$ cat config.mk
export PLATFORM = sky130hd
export DESIGN_NAME = jpeg_frame_scan_header_parser
export DESIGN_NICKNAME = d
export VERILOG_FILES = /design/src/rtl/jfsh_pkg.sv /design/src/rtl/jpeg_frame_scan_header_parser.sv /design/src/rtl/jfsh_step.sv
export SDC_FILE = /design/constraint.sdc
export NUM_CORES = 1
export LEC_CHECK = 0
export ABC_AREA = 1
export BUFFER_PORTS_ARGS = -buffer_cell sky130_fd_sc_hd__buf_2
export CELL_PAD_IN_SITES_DETAIL_PLACEMENT = 0
export CELL_PAD_IN_SITES_GLOBAL_PLACEMENT = 1
export CORE_MARGIN = 4
export CORE_UTILIZATION = 30
export CTS_CLUSTER_SIZE = 8
export DETAILED_ROUTE_END_ITERATION = 6
export PLACE_DENSITY = 0.56
export SLEW_MARGIN = 20
export SYNTH_ARGS = -nofsm -noshare
export SYNTH_HDL_FRONTEND = slang
export SYNTH_SLANG_ARGS = --single-unit
export TNS_END_PERCENT = 10
$ cat constraint.sdc
create_clock -name clk_i -period 3.15 [get_ports clk_i]
set_input_delay 0.1575 -clock clk_i [delete_from_list [all_inputs] [get_ports clk_i]]
set_output_delay 0.1575 -clock clk_i [all_outputs]
set_load 0.02 [all_outputs]
$ cat src/rtl/jfsh_pkg.sv
// types and constants of the jpeg frame/scan header parser
// used by jfsh_step, the top level and the testbench; no dependencies
`default_nettype none

package jfsh_pkg;

  localparam int MAX_COMPONENTS = 3;
  localparam int COUNT_LIMIT    = (MAX_COMPONENTS < 3) ? MAX_COMPONENTS : 3;

  // segment kinds as tagged on the first byte
  localparam logic [1:0] KIND_FRAME = 2'd0;
  localparam logic [1:0] KIND_SCAN  = 2'd1;

  typedef enum logic [2:0] {
    ERR_NONE       = 3'd0,
    ERR_COUNT      = 3'd1,
    ERR_ID         = 3'd2,
    ERR_SAMPLING   = 3'd3,
    ERR_SCAN_COUNT = 3'd4,
    ERR_SHORT      = 3'd5
  } err_e;

  typedef enum logic [14:0] {
    PH_IDLE    = 15'b000000000000001,
    PH_LEN_LO  = 15'b000000000000010,
    PH_PREC    = 15'b000000000000100,
    PH_H_HI    = 15'b000000000001000,
    PH_H_LO    = 15'b000000000010000,
    PH_W_HI    = 15'b000000000100000,
    PH_W_LO    = 15'b000000001000000,
    PH_F_COUNT = 15'b000000010000000,
    PH_F_ID    = 15'b000000100000000,
    PH_F_SAMP  = 15'b000001000000000,
    PH_F_QUANT = 15'b000010000000000,
    PH_S_COUNT = 15'b000100000000000,
    PH_S_ID    = 15'b001000000000000,
    PH_S_TAB   = 15'b010000000000000,
    PH_DRAIN   = 15'b100000000000000
  } phase_e;

  // one component entry, v in the lowest bits
  typedef struct packed {
    logic [1:0] dc;
    logic [2:0] ac;
    logic [1:0] quant;
    logic [1:0] h;
    logic [1:0] v;
  } entry_t;

  typedef struct packed {
    logic            done;
    err_e            err;
    logic [7:0]      precision;
    logic [15:0]     height;
    logic [15:0]     width;
    logic [1:0]      count;
    entry_t [2:0]    entries;
  } result_t;

  typedef struct packed {
    logic [7:0] data;
    logic       first;
    logic [1:0] kind;
  } byte_t;

endpackage

`default_nettype wire

$ cat src/rtl/jpeg_frame_scan_header_parser.sv
// jpeg frame/scan header parser, top level: input register, parser step, result register
// depends on jfsh_pkg and jfsh_step
//
// Parses the payload bytes of a jpeg marker segment, one byte per word,
// beginning with the two big-endian length bytes (flagged by first_byte on
// the first). segment_kind, taken with the first byte, selects a frame
// header (precision, height, width, up to three components with sampling
// factors and quant table), a scan header (count must match the frame, then
// huffman table selectors per component) or a segment that is only skipped
// by its length. Every input word yields exactly one output word carrying
// the stored header fields after that byte; tlast marks the byte that ends
// the segment, normally or on error, and tuser carries the error code.
// Throughput is one byte per clock while the output accepts: the whole per-byte
// update is a single phase step between the input register and the result
// register, and the input register still takes a byte while a result waits.
// Each byte passes the input register and then the result register before
// its result word goes valid. A stalled output holds one result and one
// further byte in the input register before tready drops.
`default_nettype none

module jpeg_frame_scan_header_parser import jfsh_pkg::*; (
  input  wire logic        clk_i,
  input  wire logic        rst_ni,
  input  wire logic        s_axis_tvalid_i,
  output logic             s_axis_tready_o,
  input  wire logic [7:0]  s_axis_tdata_i,   // data_byte[7:0]
  input  wire logic [2:0]  s_axis_tuser_i,   // first_byte[0], segment_kind[2:1]
  output logic             m_axis_tvalid_o,
  input  wire logic        m_axis_tready_i,
  output logic [79:0]      m_axis_tdata_o,   // precision[7:0], image_height[23:8],
                                             // image_width[39:24], component_count[41:40],
                                             // component_table[74:42], zero[79:75]
  output logic [2:0]       m_axis_tuser_o,   // error_code[2:0]
  output logic             m_axis_tlast_o    // segment_done
);

  // input register
  logic    in_valid_q;
  byte_t   in_q;
  // result register
  logic    out_valid_q;
  result_t out_q;
  result_t res;
  logic    step;
  logic    in_accept;

  // a byte moves into the parser when the result slot is free or draining
  assign step            = in_valid_q && (!out_valid_q || m_axis_tready_i);
  assign s_axis_tready_o = !in_valid_q || step;
  assign in_accept       = s_axis_tvalid_i && s_axis_tready_o;

  always_ff @(posedge clk_i or negedge rst_ni) begin
    if (!rst_ni) begin
      in_valid_q <= 1'b0;
    end else if (in_accept) begin
      in_valid_q <= 1'b1;
    end else if (step) begin
      in_valid_q <= 1'b0;
    end
  end

  always_ff @(posedge clk_i) begin
    if (in_accept) begin
      in_q.data  <= s_axis_tdata_i;
      in_q.first <= s_axis_tuser_i[0];
      in_q.kind  <= s_axis_tuser_i[2:1];
    end
  end

  jfsh_step u_step (
    .clk_i  (clk_i),
    .rst_ni (rst_ni),
    .step_i (step),
    .byte_i (in_q),
    .res_o  (res)
  );

  always_ff @(posedge clk_i or negedge rst_ni) begin
    if (!rst_ni) begin
      out_valid_q <= 1'b0;
    end else if (step) begin
      out_valid_q <= 1'b1;
    end else if (m_axis_tready_i) begin
      out_valid_q <= 1'b0;
    end
  end

  always_ff @(posedge clk_i) begin
    if (step) begin
      out_q <= res;
    end
  end

  assign m_axis_tvalid_o = out_valid_q;
  assign m_axis_tlast_o  = out_q.done;
  assign m_axis_tuser_o  = out_q.err;
  assign m_axis_tdata_o  = {5'd0, out_q.entries, out_q.count, out_q.width,
                            out_q.height, out_q.precision};

endmodule

`default_nettype wire

$ cat src/rtl/jfsh_step.sv
// parser state and single-pass phase update for one segment byte
// depends on jfsh_pkg
`default_nettype none

module jfsh_step import jfsh_pkg::*; (
  input  wire logic    clk_i,
  input  wire logic    rst_ni,
  input  wire logic    step_i,   // consume byte_i this cycle
  input  wire byte_t   byte_i,
  output result_t      res_o     // result of the byte, state after update
);

  phase_e       phase_q, phase_d, nxt;
  logic [15:0]  len_q, len_d;
  logic [15:0]  seen_q, seen_d;
  logic [7:0]   hold_q, hold_d;
  logic [1:0]   idx_q, idx_d;
  logic [1:0]   loop_q, loop_d, loop_inc;
  logic [7:0]   prec_q, prec_d;
  logic [15:0]  height_q, height_d;
  logic [15:0]  width_q, width_d;
  logic [1:0]   count_q, count_d;
  entry_t [2:0] ent_q, ent_d;
  err_e         err;
  logic         done;
  logic [7:0]   b;
  logic [3:0]   samp_v, samp_h;

  assign b        = byte_i.data;
  assign loop_inc = loop_q + 2'd1;
  assign samp_v   = b[3:0];
  assign samp_h   = b[7:4];

  always_comb begin
    phase_d  = phase_q;
    len_d    = len_q;
    seen_d   = seen_q;
    hold_d   = hold_q;
    idx_d    = idx_q;
    loop_d   = loop_q;
    prec_d   = prec_q;
    height_d = height_q;
    width_d  = width_q;
    count_d  = count_q;
    ent_d    = ent_q;
    nxt      = PH_IDLE;
    err      = ERR_NONE;
    done     = 1'b0;
    if (byte_i.first) begin
      phase_d = PH_LEN_LO;
      hold_d  = b;
      seen_d  = 16'd1;
      len_d   = 16'd0;
      idx_d   = byte_i.kind;
      loop_d  = 2'd0;
    end else if (phase_q != PH_IDLE) begin
      seen_d = seen_q + 16'd1;
      case (phase_q)
        PH_LEN_LO: begin
          len_d = {hold_q, b};
          if (idx_q == KIND_FRAME) begin
            nxt = PH_PREC;
          end else if (idx_q == KIND_SCAN) begin
            nxt = PH_S_COUNT;
          end else begin
            nxt = PH_DRAIN;
          end
          idx_d = 2'd0;
        end
        PH_PREC: begin
          prec_d = b;
          nxt    = PH_H_HI;
        end
        PH_H_HI: begin
          hold_d = b;
          nxt    = PH_H_LO;
        end
        PH_H_LO: begin
          height_d = {hold_q, b};
          nxt      = PH_W_HI;
        end
        PH_W_HI: begin
          hold_d = b;
          nxt    = PH_W_LO;
        end
        PH_W_LO: begin
          width_d = {hold_q, b};
          nxt     = PH_F_COUNT;
        end
        PH_F_COUNT: begin
          if (b > 8'(COUNT_LIMIT)) begin
            err = ERR_COUNT;
          end else begin
            count_d = b[1:0];
            loop_d  = 2'd0;
            nxt     = (b == 8'd0) ? PH_DRAIN : PH_F_ID;
          end
        end
        PH_S_COUNT: begin
          if (b != {6'd0, count_q}) begin
            err = ERR_SCAN_COUNT;
          end else begin
            loop_d = 2'd0;
            nxt    = (b == 8'd0) ? PH_DRAIN : PH_S_ID;
          end
        end
        PH_F_ID, PH_S_ID: begin
          if (b == 8'd0 || b > 8'd3) begin
            err = ERR_ID;
          end else begin
            idx_d = b[1:0] - 2'd1;
            nxt   = (phase_q == PH_F_ID) ? PH_F_SAMP : PH_S_TAB;
          end
        end
        PH_F_SAMP: begin
          if (samp_v > 4'd2 || samp_h > 4'd2) begin
            err = ERR_SAMPLING;
          end else begin
            if (idx_q != 2'd3) begin
              ent_d[idx_q].v = samp_v[1:0];
              ent_d[idx_q].h = samp_h[1:0];
            end
            nxt = PH_F_QUANT;
          end
        end
        PH_F_QUANT, PH_S_TAB: begin
          if (idx_q != 2'd3) begin
            if (phase_q == PH_F_QUANT) begin
              ent_d[idx_q].quant = b[1:0];
            end else begin
              ent_d[idx_q].ac = {1'b1, b[1:0]};
              ent_d[idx_q].dc = b[5:4];
            end
          end
          loop_d = loop_inc;
          if (loop_inc >= count_q) begin
            nxt = PH_DRAIN;
          end else begin
            nxt = (phase_q == PH_F_QUANT) ? PH_F_ID : PH_S_ID;
          end
        end
        default: begin
          nxt = PH_DRAIN;
        end
      endcase

      if (err != ERR_NONE) begin
        done = 1'b1;
      end else if (seen_d >= len_d) begin
        done = 1'b1;
        // only a finished header meeting its length exactly ends cleanly
        if (!(nxt == PH_DRAIN && seen_d == len_d)) begin
          err = ERR_SHORT;
        end
      end
      phase_d = done ? PH_IDLE : nxt;
    end
  end

  always_ff @(posedge clk_i or negedge rst_ni) begin
    if (!rst_ni) begin
      phase_q  <= PH_IDLE;
      len_q    <= '0;
      seen_q   <= '0;
      hold_q   <= '0;
      idx_q    <= '0;
      loop_q   <= '0;
      prec_q   <= '0;
      height_q <= '0;
      width_q  <= '0;
      count_q  <= '0;
      ent_q    <= '0;
    end else if (step_i) begin
      phase_q  <= phase_d;
      len_q    <= len_d;
      seen_q   <= seen_d;
      hold_q   <= hold_d;
      idx_q    <= idx_d;
      loop_q   <= loop_d;
      prec_q   <= prec_d;
      height_q <= height_d;
      width_q  <= width_d;
      count_q  <= count_d;
      ent_q    <= ent_d;
    end
  end

  always_comb begin
    res_o.done      = done;
    res_o.err       = err;
    res_o.precision = prec_d;
    res_o.height    = height_d;
    res_o.width     = width_d;
    res_o.count     = count_d;
    res_o.entries   = ent_d;
  end

endmodule

`default_nettype wire

==> results.json, run 1 <==
{
  "crit_path_max_fanout": 3,
  "final_area_um2": 13400,
  "wl_um": 30700,
  "finalCriticalPeriod_ns": 3.13,
  "switching_share_pct": 34.7,
  "max_slew_margin_pct": 38.5,
  "clk_pin_slew_ns": 0.06,
  "antenna_found_initial": 0,
  "report.power.total_mw": 10.3,
  "ys_ff_latch": 226,
  "reg2reg_from": "u_step.seen_q[0]",
  "firstDrtPassIters": 5,
  "fill_cells": 3787,
  "grt_pass1_wl_um": 48300,
  "crit_end": "m_axis_tuser_o[2]",
  "rr_worst_depth": 23,
  "fmax_mhz": 320,
  "post-route-drc-count": 0,
  "cts.sink_count": 226,
  "die_width_um": 200,
  "p_seq_share_pct": 38.7,
  "num_vias": 8360,
  "rows": 70,
  "io_buffers": 95,
  "io_pins": 101,
  "yosysSeqAreaShare_pct": 55.0,
  "core_area_um2": 36500,
  "timing.final.crit_share_pct": 99.3,
  "p_int_mw": 6.69,
  "detailed_place.area_um2": 12100,
  "cts_buffers": 34,
  "hold_path_class": "in2async",
  "die_y_um": 200,
  "arrival_ns": 3.38,
  "clock_power_share_pct": 33.2,
  "yosys_warnings": 0,
  "track_usage_pct": 15.1,
  "slew_viol_final": 0,
  "crit_start": "u_step.seen_q[0]",
  "grt_max_degree": 173,
  "p_sw_mw": 3.56,
  "htree_levels": 2,
  "startpoint_type": "flip-flop",
  "setup_tns_ns": 0,
  "syn2layout_area_growth_pct": 20.5,
  "cap_violations": 0,
  "place_ws_ns": -0.00537,
  "drtAntennaViolNets": 0,
  "crit_type": "reg2reg",
  "required_ns": 3.41,
  "ys_types": 50,
  "drt-vias-per-instance": 4.63,
  "cellLeakagePower_nw": 5.99,
  "grt-ovfl-total": 0,
  "syn_inst": 1180,
  "setup_viol": 0,
  "grt_pass1_vias": 8234,
  "setup_ws_ns": 0.0230,
  "reg2reg_setup_slack_ns": 0.02,
  "drive_gt1_share_pct": 22.9,
  "tightest_slew_ns": 0.922,
  "comb_power_share_pct": 28.1,
  "cts_root_buffer": "clkbuf_16",
  "hpwl_um": 21000,
  "synth_area_um2": 11100,
  "rr_endpoint": "m_axis_tuser_o[2]",
  "rsz0062_at_grt": "true",
  "cp-end-kind": "flip-flop",
  "start_util_pct": 30.4,
  "pwr_density_cell_nw_per_um2": 767,
  "vdd.ir_drop.worst_mv": 0.465,
  "avgSynthCellArea_um2": 9.41,
  "drt_iter0_drc": 474,
  "fin_hold_ws_ns": 0.112,
  "skew_ns": 0.0143,
  "hold_viol_final": 0,
  "die-area_um2": 40100,
  "final_nets": 1348,
  "status": "complete, no violations",
  "clock_path_buffers": 3,
  "cts_tree": "yes",
  "place_congestion": 0.912,
  "wl_per_cell_um": 17.0,
  "clk-insertion-delay-late_ns": 0.51,
  "antenna_cells": 0
}
==> power by group through the flow <==
stage / sequential [mW] / clock [mW] / combinational [mW]
2_1_floorplan: 4.15 / 0 / 1.82
6_report: 3.97 / 3.40 / 2.89
5_1_grt: 4.03 / 3.67 / 3.26
3_3_place_gp: 4.02 / 0 / 2.83
4_1_cts: 3.98 / 3.52 / 2.87
3_5_place_dp: 4.02 / 0 / 2.83
==> Yosys cell counts (all sizes together) <==
cell type,n,share of area [%]
dfrtp,135,30
buf,34,2.1
a31oi,3,0.17
and2,1,0.056
nand3,45,2.6
conb,1,0.034
a21oi,23,1.1
ha,21,2.4
o31ai,5,0.38
clkbuf,9,0.32
dfstp,1,0.24
edfxtp,90,24
o21ai,149,8.4
a22o,1,0.079
o21a,1,0.068
or2,2,0.11
nor3,10,0.63
nand2,340,12
inv,151,5.2
o22ai,45,2.9
o211ai,5,0.34
xor2,10,0.79
xnor2,1,0.079
nand4,6,0.59
a211oi,1,0.068
nor2,90,4.5
==> cell usage in the layout (no fill, tap or decap), types with 37 or more instances in the layout <==
| cell | instances |
|---|---|
| nand2_1 | 321 |
| o21ai_0 | 61 |
| o21ai_2 | 48 |
| nand3_1 | 37 |
| nor2_1 | 60 |
| buf_2 | 94 |
| dfrtp_1 | 135 |
| o21ai_1 | 39 |
| inv_1 | 135 |
| edfxtp_1 | 90 |
==> worst min path at each step <==
stage | cells past startpoint | slack [ns] | to
after detailed placement | 1 | 0.07 | u_step.len_q[7]
after global placement | 1 | 0.06 | u_step.seen_q[6]
after CTS | 2 | 0.12 | u_step.seen_q[2]
final | 2 | 0.11 | u_step.seen_q[2]
after global routing | 2 | 0.15 | u_step.seen_q[2]
after floorplan | 0 | -0.14 | in_valid_q
==> registers in the layout, summed over array words and instances, names as in the netlist, 3 cells and up <==
signal / flops
u_step.hold_q: 8
u_step.phase_q: 15
u_step.len_q: 16
m_axis_tdata_o: 75
u_step.width_q: 16
m_axis_tuser_o: 3
u_step.prec_q: 8
u_step.seen_q: 16
u_step.ent_q: 33
u_step.height_q: 16
in_q: 11
==> cells by family after synthesis <==
kind of cell | count (synthesis) | share of synthesized area, %
buf+inv | 194 | 7.62
flops | 226 | 55.0
fa+ha+maj | 21 | 2.37
xor+xnor | 11 | 0.868
simple gates | 494 | 20.5
compound gates | 233 | 13.5
other cells | 1 | 0.0338
==> per-stage QoR <==
stage                     instances  utilization [%]
final                          1805             36.6
after global routing           1805             36.6
after CTS                      1802             36.3
after detailed placement       1726             33.2
after global placement         1726             33.2
after floorplan                1184                -
==> worst max-delay path, stage by stage, from the launching register on <==
cell and delay [ns]:
dfrtp_1 0.36, ha_2 0.20, nand2_2 0.06, inv_2 0.07, nand3_2 0.06, or2_1 0.24, nor2_1 0.14, nand2_2 0.12
nor2_4 0.14, buf_4 0.13, xnor2_2 0.10, inv_1 0.06, ha_1 0.27, nand2_1 0.05, nor2_1 0.13, nand2_1 0.08
inv_2 0.06, nand2_2 0.05, nor2_2 0.11, nand3_1 0.09, nor2_1 0.12, nand3_1 0.08, nand2_1 0.09, a21oi_1 0.06
==> layer usage <==
metal	share of wire, %	global-route usage [%]	up-vias
li1	-	-	4158
met1	46	20.7	3939
met2	46	24.3	210
met3	5.2	3.22	53
met4	2.6	4.18	0
met5	0	0	-
==> layout make-up <==
cell class	instances	area [um^2]	share of cell area [%]
clock buffers	58	962	7.19
inverters	151	579	4.33
flip-flops and latches	226	6110	45.6
clock inverters	3	33.8	0.252
well taps	468	586	4.38
multi-input cells	764	4250	31.8
repair buffers	135	858	6.41
==> timing repair <==
item	in CTS	in global routing
resized for setup	1	26
setup endpoints to repair	3	17
buffers inserted	1	3
hold buffers	14	0
endpoints found under the hold margin	111	0
pin swaps	1	15
No activity file was read; power rests on OpenSTA's default activity.
==> inputs of run 2 (changes only) <==
--- a/config.mk
+++ b/config.mk
@@ -5,7 +5,6 @@
 export SDC_FILE = /design/constraint.sdc
 export NUM_CORES = 1
 export LEC_CHECK = 0
-export ABC_AREA = 1
 export BUFFER_PORTS_ARGS = -buffer_cell sky130_fd_sc_hd__buf_2
 export CELL_PAD_IN_SITES_DETAIL_PLACEMENT = 0
 export CELL_PAD_IN_SITES_GLOBAL_PLACEMENT = 1
@@ -13,7 +12,7 @@
 export CORE_UTILIZATION = 30
 export CTS_CLUSTER_SIZE = 8
 export DETAILED_ROUTE_END_ITERATION = 6
-export PLACE_DENSITY = 0.56
+export PLACE_DENSITY = 0.54
 export SLEW_MARGIN = 20
 export SYNTH_ARGS = -nofsm -noshare
 export SYNTH_HDL_FRONTEND = slang
==> run 2 against run 1 <==
Compared with the run above: the run now ends with setup timing left; sequential power down 11%; combinational power is 23% lower; clock skew fell by 0.0012 ns.
==> results.json, run 2 <==
{
  "track_usage_pct": 14.6,
  "cts_root_buffer": "clkbuf_16",
  "drt_iter0_drc": 340,
  "arrival_ns": 3.88,
  "post-route-drc-count": 0,
  "crit_type": "reg2reg",
  "die_y_um": 194,
  "cts_tree": "yes",
  "core_area_um2": 33900,
  "cp-end-kind": "flip-flop",
  "antenna_cells": 0,
  "grt_max_degree": 67,
  "clk_pin_slew_ns": 0.05,
  "antenna_found_initial": 0,
  "drive_gt1_share_pct": 37.7,
  "timing.final.crit_share_pct": 110,
  "start_util_pct": 30.7,
  "synth_edf_count": 90,
  "synth.most_common_cell": "dfrtp_1",
  "synth_common_cells": "135 x dfrtp_1, 99 x mux2_2, 97 x nand2_1",
  "tightest_slew_ns": 0.813,
  "clk-insertion-delay-late_ns": 0.51,
  "grt_pass1_wl_um": 43700,
  "switching_share_pct": 29.8,
  "startpoint_type": "flip-flop",
  "fin_util_pct": 40.0,
  "cts_buffers": 34,
  "cap_violations": 0,
  "wl_per_cell_um": 18.5,
  "largest_reg_flops": 75,
  "max_slew_margin_pct": 45.8,
  "grt-ovfl-total": 0,
  "firstDrtPassIters": 6,
  "yosys_warnings": 0,
  "setup_ws_ns": -0.304,
  "hold_path_class": "in2async",
  "comb_power_share_pct": 24.2,
  "ys_top_cells_by_area": "dfrtp_1 32%, edfxtp_1 26%, mux2_2 11%",
  "rr_worst_depth": 12,
  "finalCriticalPeriod_ns": 3.45,
  "cellLeakagePower_nw": 6.00,
  "p_int_mw": 6.44,
  "setup_tns_ns": -3.67,
  "crit_path_max_fanout": 5,
  "fill_cells": 3296,
  "mostFrequentLayoutCells": "135 x dfrtp_1, 100 x buf_4, 98 x mux2_2",
  "rsz0062_at_grt": "true",
  "required_ns": 3.57,
  "final_nets": 1081,
  "syn_inst": 829,
  "p_seq_share_pct": 38.7,
  "fin_hold_ws_ns": 0.154,
  "rows": 67,
  "ys_ff_latch": 226,
  "setup_viol": 17,
  "htree_levels": 2,
  "die-area_um2": 37700,
  "violations": "setup timing",
  "drtAntennaViolNets": 0,
  "vdd.ir_drop.worst_mv": 0.317,
  "grt_pass1_vias": 7355,
  "cts.sink_count": 226,
  "io_pins": 101,
  "p_sw_mw": 2.73,
  "synth_flop_cell": "dfrtp_1",
  "report.power.total_mw": 9.17,
  "synth_top_area_cell": "dfrtp_1",
  "fmax_mhz": 289,
  "synth_top_area_share_pct": 32.5,
  "final_common_cell": "dfrtp_1",
  "hpwl_um": 19500,
  "synth_area_um2": 10400,
  "hold_viol_final": 0,
  "async_flop_share_pct": 60.2,
  "wl_um": 28100,
  "clock_power_share_pct": 37.2,
  "skew_ns": 0.0131,
  "avgSynthCellArea_um2": 12.5,
  "place_congestion": 0.830,
  "drt-vias-per-instance": 4.76,
  "slew_viol_final": 0,
  "pwr_density_cell_nw_per_um2": 677,
  "clock_path_buffers": 3,
  "syn2layout_area_growth_pct": 30.2,
  "num_vias": 7219,
  "ys_types": 71,
  "yosysSeqAreaShare_pct": 58.7,
  "die_width_um": 194,
  "status": "complete, but fails checks",
  "io_buffers": 95
}
==> run 2: cell type report <==
class | instances | area, um^2 | share of cell area [%]
flip-flops and latches | 226 | 6110 | 45.1
clock buffers | 58 | 972 | 7.18
well taps | 448 | 561 | 4.14
clock inverters | 3 | 33.8 | 0.250
inverters | 11 | 43.8 | 0.324
multi-input cells | 554 | 4310 | 31.8
repair buffers | 218 | 1510 | 11.1
==> run 2: timing repair <==
item / CTS / global route
pin swaps: 14 / 17
gates resized for setup: 24 / 36
cloned: 2 / 0
buffers inserted: 9 / 2
hold buffers: 15 / 0
endpoints found under the setup margin: 17 / 17
endpoints found under the hold margin: 56 / 0
==> run 2: power groups by stage <==
stage	logic [mW]	registers, mW	clock network [mW]
after floorplan	1.00	3.65	0
after global placement	1.84	3.58	0
after detailed placement	1.86	3.58	0
after CTS	2.14	3.54	3.53
after global routing	2.42	3.58	3.67
final	2.22	3.54	3.41
==> run 2: worst paths after layout <==
check / slack [ns] / start / end
worst max-delay path: -0.30 / u_step.phase_q[4] / u_step.phase_q[2]
worst min-delay path: 0.15 / rst_ni / u_step.width_q[9]
worst max register to register: -0.30 / u_step.phase_q[4] / u_step.phase_q[2]
worst min register to register: 0.46 / u_step.ent_q[30] / u_step.ent_q[30]
max in group asynchronous: 2.13 / rst_ni / u_step.phase_q[0]
min in group clk_i: 0.36 / s_axis_tdata_i[3] / in_q[6]
==> run 2: logic make-up after synthesis <==
logic type	count (synthesis)	share of synthesized area (%)
flip-flops	226	58.7
XOR/XNOR	20	1.68
buffers and inverters	53	2.27
multiplexers	131	14.4
AO/OA/AOI/OAI	130	7.89
adder cells (fa/ha/maj)	21	2.53
AND/OR/NAND/NOR	247	12.5
other	1	0.0361
==> run 2: critical path, cell delays in order, from the launching register on <==
cell,delay [ns]
dfrtp_1,0.38
or4_4,0.56
nor3_4,0.29
buf_6,0.22
mux2i_2,0.24
ha_1,0.28
and4_4,0.20
o311ai_2,0.27
and3_4,0.23
nor3b_4,0.31
buf_4,0.18
nand4_1,0.09
o21ai_1,0.14
==> run 2: routing by layer <==
layer	GRT usage, %	up-vias	wire (um)
met4	3.36	0	478
met5	0	-	0
met3	2.81	44	1050
li1	-	3478	-
met2	24.5	135	13600
met1	19.8	3562	12900
==> run 2: per-stage QoR <==
step	instances	instance area, um^2	worst slack [ns]
after floorplan	833	10400	-0.500
after global placement	1433	12100	-0.288
after detailed placement	1433	12100	-0.410
after CTS	1519	13400	-0.284
after global routing	1518	13500	-0.431
final	1518	13500	-0.304
==> inputs of run 3 (changes only) <==
--- a/config.mk
+++ b/config.mk
@@ -16,5 +16,6 @@
 export SLEW_MARGIN = 20
 export SYNTH_ARGS = -nofsm -noshare
 export SYNTH_HDL_FRONTEND = slang
+export SYNTH_HIERARCHICAL = 1
 export SYNTH_SLANG_ARGS = --single-unit
 export TNS_END_PERCENT = 10
==> run 3 against run 2 <==
Compared with the run above: first-iteration DRC count is 23% higher; sequential power hardly changed; largest power group unchanged; area after synthesis is 1.9% higher; the run still ends with setup timing left; synthesized cell count is 3.0% higher; critical endpoint is now u_step/phase_q[3].
==> results.json, run 3 <==
{
  "io_buffers": 95,
  "htree_levels": 2,
  "synth_common_cells": "135 x dfrtp_1, 105 x mux2_2, 90 x edfxtp_1",
  "async_flop_share_pct": 60.2,
  "ys_ff_latch": 226,
  "multi_input_area_um2": 4430,
  "tightest_slew_ns": 0.737,
  "grt_pass1_vias": 7745,
  "grt_pass1_wl_um": 45700,
  "synth_edf_count": 90,
  "io_pins": 101,
  "post-route-drc-count": 0,
  "skew_ns": 0.0128,
  "finalCriticalPeriod_ns": 3.43,
  "max_slew_margin_pct": 50.8,
  "ys_top_cells_by_area": "dfrtp_1 32%, edfxtp_1 26%, mux2_2 11%",
  "switching_share_pct": 29.1,
  "clk_pin_slew_ns": 0.05,
  "synth_top_area_share_pct": 31.9,
  "track_usage_pct": 14.9,
  "final_common_cell": "dfrtp_1",
  "hold_path_class": "in2async",
  "rsz0062_at_grt": "true",
  "clock_path_buffers": 3,
  "syn_inst": 854,
  "violations": "setup timing",
  "yosys_warnings": 6,
  "grt-ovfl-total": 0,
  "place_ws_ns": -0.328,
  "num_vias": 7468,
  "grt_max_degree": 74,
  "clk-insertion-delay-late_ns": 0.50,
  "cellLeakagePower_nw": 6.07,
  "crit_type": "reg2reg",
  "drt-vias-per-instance": 4.88,
  "p_sw_mw": 2.59,
  "synth_area_um2": 10600,
  "drive_gt1_share_pct": 37.5,
  "reg2reg_setup_slack_ns": -0.28,
  "arrival_ns": 3.83,
  "vdd.ir_drop.worst_mv": 0.328,
  "hpwl_um": 19700,
  "setup_viol": 16,
  "die_y_um": 196,
  "die_width_um": 196,
  "pwr_density_cell_nw_per_um2": 652,
  "die-area_um2": 38400,
  "core_area_um2": 34700,
  "synth_top_area_cell": "dfrtp_1",
  "wl_per_cell_um": 18.9,
  "largest_reg_flops": 75,
  "crit_path_max_fanout": 6,
  "fin_util_pct": 39.2,
  "timing.final.crit_share_pct": 109,
  "final_nets": 1089,
  "antenna_cells": 0,
  "rr_worst_depth": 13,
  "syn2layout_area_growth_pct": 28.5,
  "required_ns": 3.55,
  "final_area_um2": 13600,
  "cp-end-kind": "flip-flop",
  "cts_buffers": 34,
  "place_congestion": 0.782,
  "drtAntennaViolNets": 0,
  "mostFrequentLayoutCells": "135 x dfrtp_1, 105 x mux2_2, 94 x buf_2, 94 x buf_4, 90 x edfxtp_1",
  "p_int_mw": 6.29,
  "cts.sink_count": 226,
  "firstDrtPassIters": 5,
  "antenna_found_initial": 0,
  "drt_iter0_drc": 417,
  "detailed_place.area_um2": 12200,
  "wl_um": 28900,
  "start_util_pct": 30.5,
  "p_seq_share_pct": 39.9,
  "hold_viol_final": 0,
  "slowest_stage": "or3_4",
  "slew_viol_final": 0,
  "rr_endpoint": "u_step/phase_q[3]",
  "fill_cells": 3377,
  "synth_flop_cell": "dfrtp_1",
  "status": "complete, but fails checks",
  "startpoint_type": "flip-flop",
  "setup_ws_ns": -0.276,
  "ff_latch_area_um2": 6110,
  "cts_root_buffer": "clkbuf_16",
  "clock_power_share_pct": 38.0,
  "reg2reg_from": "u_step/phase_q[3]",
  "ys_types": 73,
  "cap_violations": 0,
  "cp_cell_sequence": "nor4b_4, buf_4, nand4_1, buf_6, buf_6, mux2i_4, ha_1, and4_1, a221oi_2, buf_4, o211ai_1, or3_4, o31ai_1",
  "cpPeakStageDelay_ns": 0.51,
  "avgSynthCellArea_um2": 12.4,
  "rows": 68,
  "cts_tree": "yes",
  "comb_power_share_pct": 22.1,
  "yosysSeqAreaShare_pct": 57.6,
  "fmax_mhz": 292,
  "synth.most_common_cell": "dfrtp_1"
}
run 3: power by group through the flow:
stage	Clock (mW)	Combinational, mW	Sequential [mW]
3_5_place_dp	0	1.81	3.57
4_1_cts	3.49	1.86	3.53
6_report	3.38	1.97	3.54
2_1_floorplan	0	0.997	3.63
5_1_grt	3.61	2.17	3.57
3_3_place_gp	0	1.81	3.57
run 3: cell type report:
type	count	area share [%]
Tap cell	455	4.18
Timing Repair Buffer	211	10.7
Sequential cell	226	44.9
Clock buffer	56	7.08
Inverter	15	0.414
Clock inverter	3	0.248
Multi-Input combinational cell	565	32.6
run 3: worst max path at each step:
stage,startpoint,end,slack [ns],cells past startpoint
after floorplan,u_step/phase_q[4],u_step/phase_q[10],-0.13,13
after global placement,u_step/phase_q[2],u_step/phase_q[10],-0.33,12
after detailed placement,u_step/seen_q[0],u_step/phase_q[3],-0.33,12
after CTS,u_step/phase_q[2],m_axis_tuser_o[0],-0.22,15
after global routing,u_step/phase_q[3],u_step/phase_q[3],-0.39,13
final,u_step/phase_q[3],u_step/phase_q[3],-0.28,13
run 3: cells by family (layout without fill, tap and decap cells):
| logic type | Yosys count | after routing | share of synthesized area (%) |
|---|---|---|---|
| AOI/OAI and AO/OA | 136 | 136 | 8.21 |
| xor gates and xnor gates | 20 | 20 | 1.65 |
| adders and majority gates | 21 | 21 | 2.48 |
| buffers and inverters | 68 | 285 | 2.83 |
| DFF | 226 | 226 | 57.6 |
| muxes | 134 | 134 | 14.3 |
| other | 1 | 5 | 0.0354 |
| and+or+nand+nor | 248 | 249 | 12.8 |
run 3: per-layer routing:
metal	wire length (um)	up-vias	GRT usage [%]	share of wire, %
li1	-	3545	-	-
met1	13200	3731	20.5	46
met2	14100	154	25.0	49
met3	1130	38	2.54	3.9
met4	469	0	3.36	1.6
met5	0	-	0	0
run 3: what timing repair did:
| action | in CTS | in global routing |
|---|---|---|
| pin swaps | 1 | 4 |
| endpoints found under the setup margin | 17 | 33 |
| gates resized for setup | 11 | 30 |
| hold buffers | 15 | 0 |
| buffers inserted | 0 | 2 |
| gates cloned | 1 | 0 |
| endpoints found under the hold margin | 67 | 0 |
run 3: worst max-delay path: cells and delay by family, from the launching register on:
family	cells	cell delay [ns]
simple gates	4	1.11
compound gates	3	0.67
buf+inv	4	0.66
flops	1	0.40
fa+ha+maj	1	0.30
mux	1	0.19
run 3: metrics by stage:
step / power, mW / hold WS, ns / instances / TNS [ns]
2_1_floorplan: 4.63 / -0.138 / 858 / -0.763
3_3_place_gp: 5.38 / 0.177 / 1454 / -4.46
3_5_place_dp: 5.39 / 0.170 / 1454 / -4.34
4_1_cts: 8.88 / 0.197 / 1529 / -2.34
5_1_grt: 9.35 / 0.236 / 1531 / -5.29
6_report: 8.88 / 0.181 / 1531 / -3.11
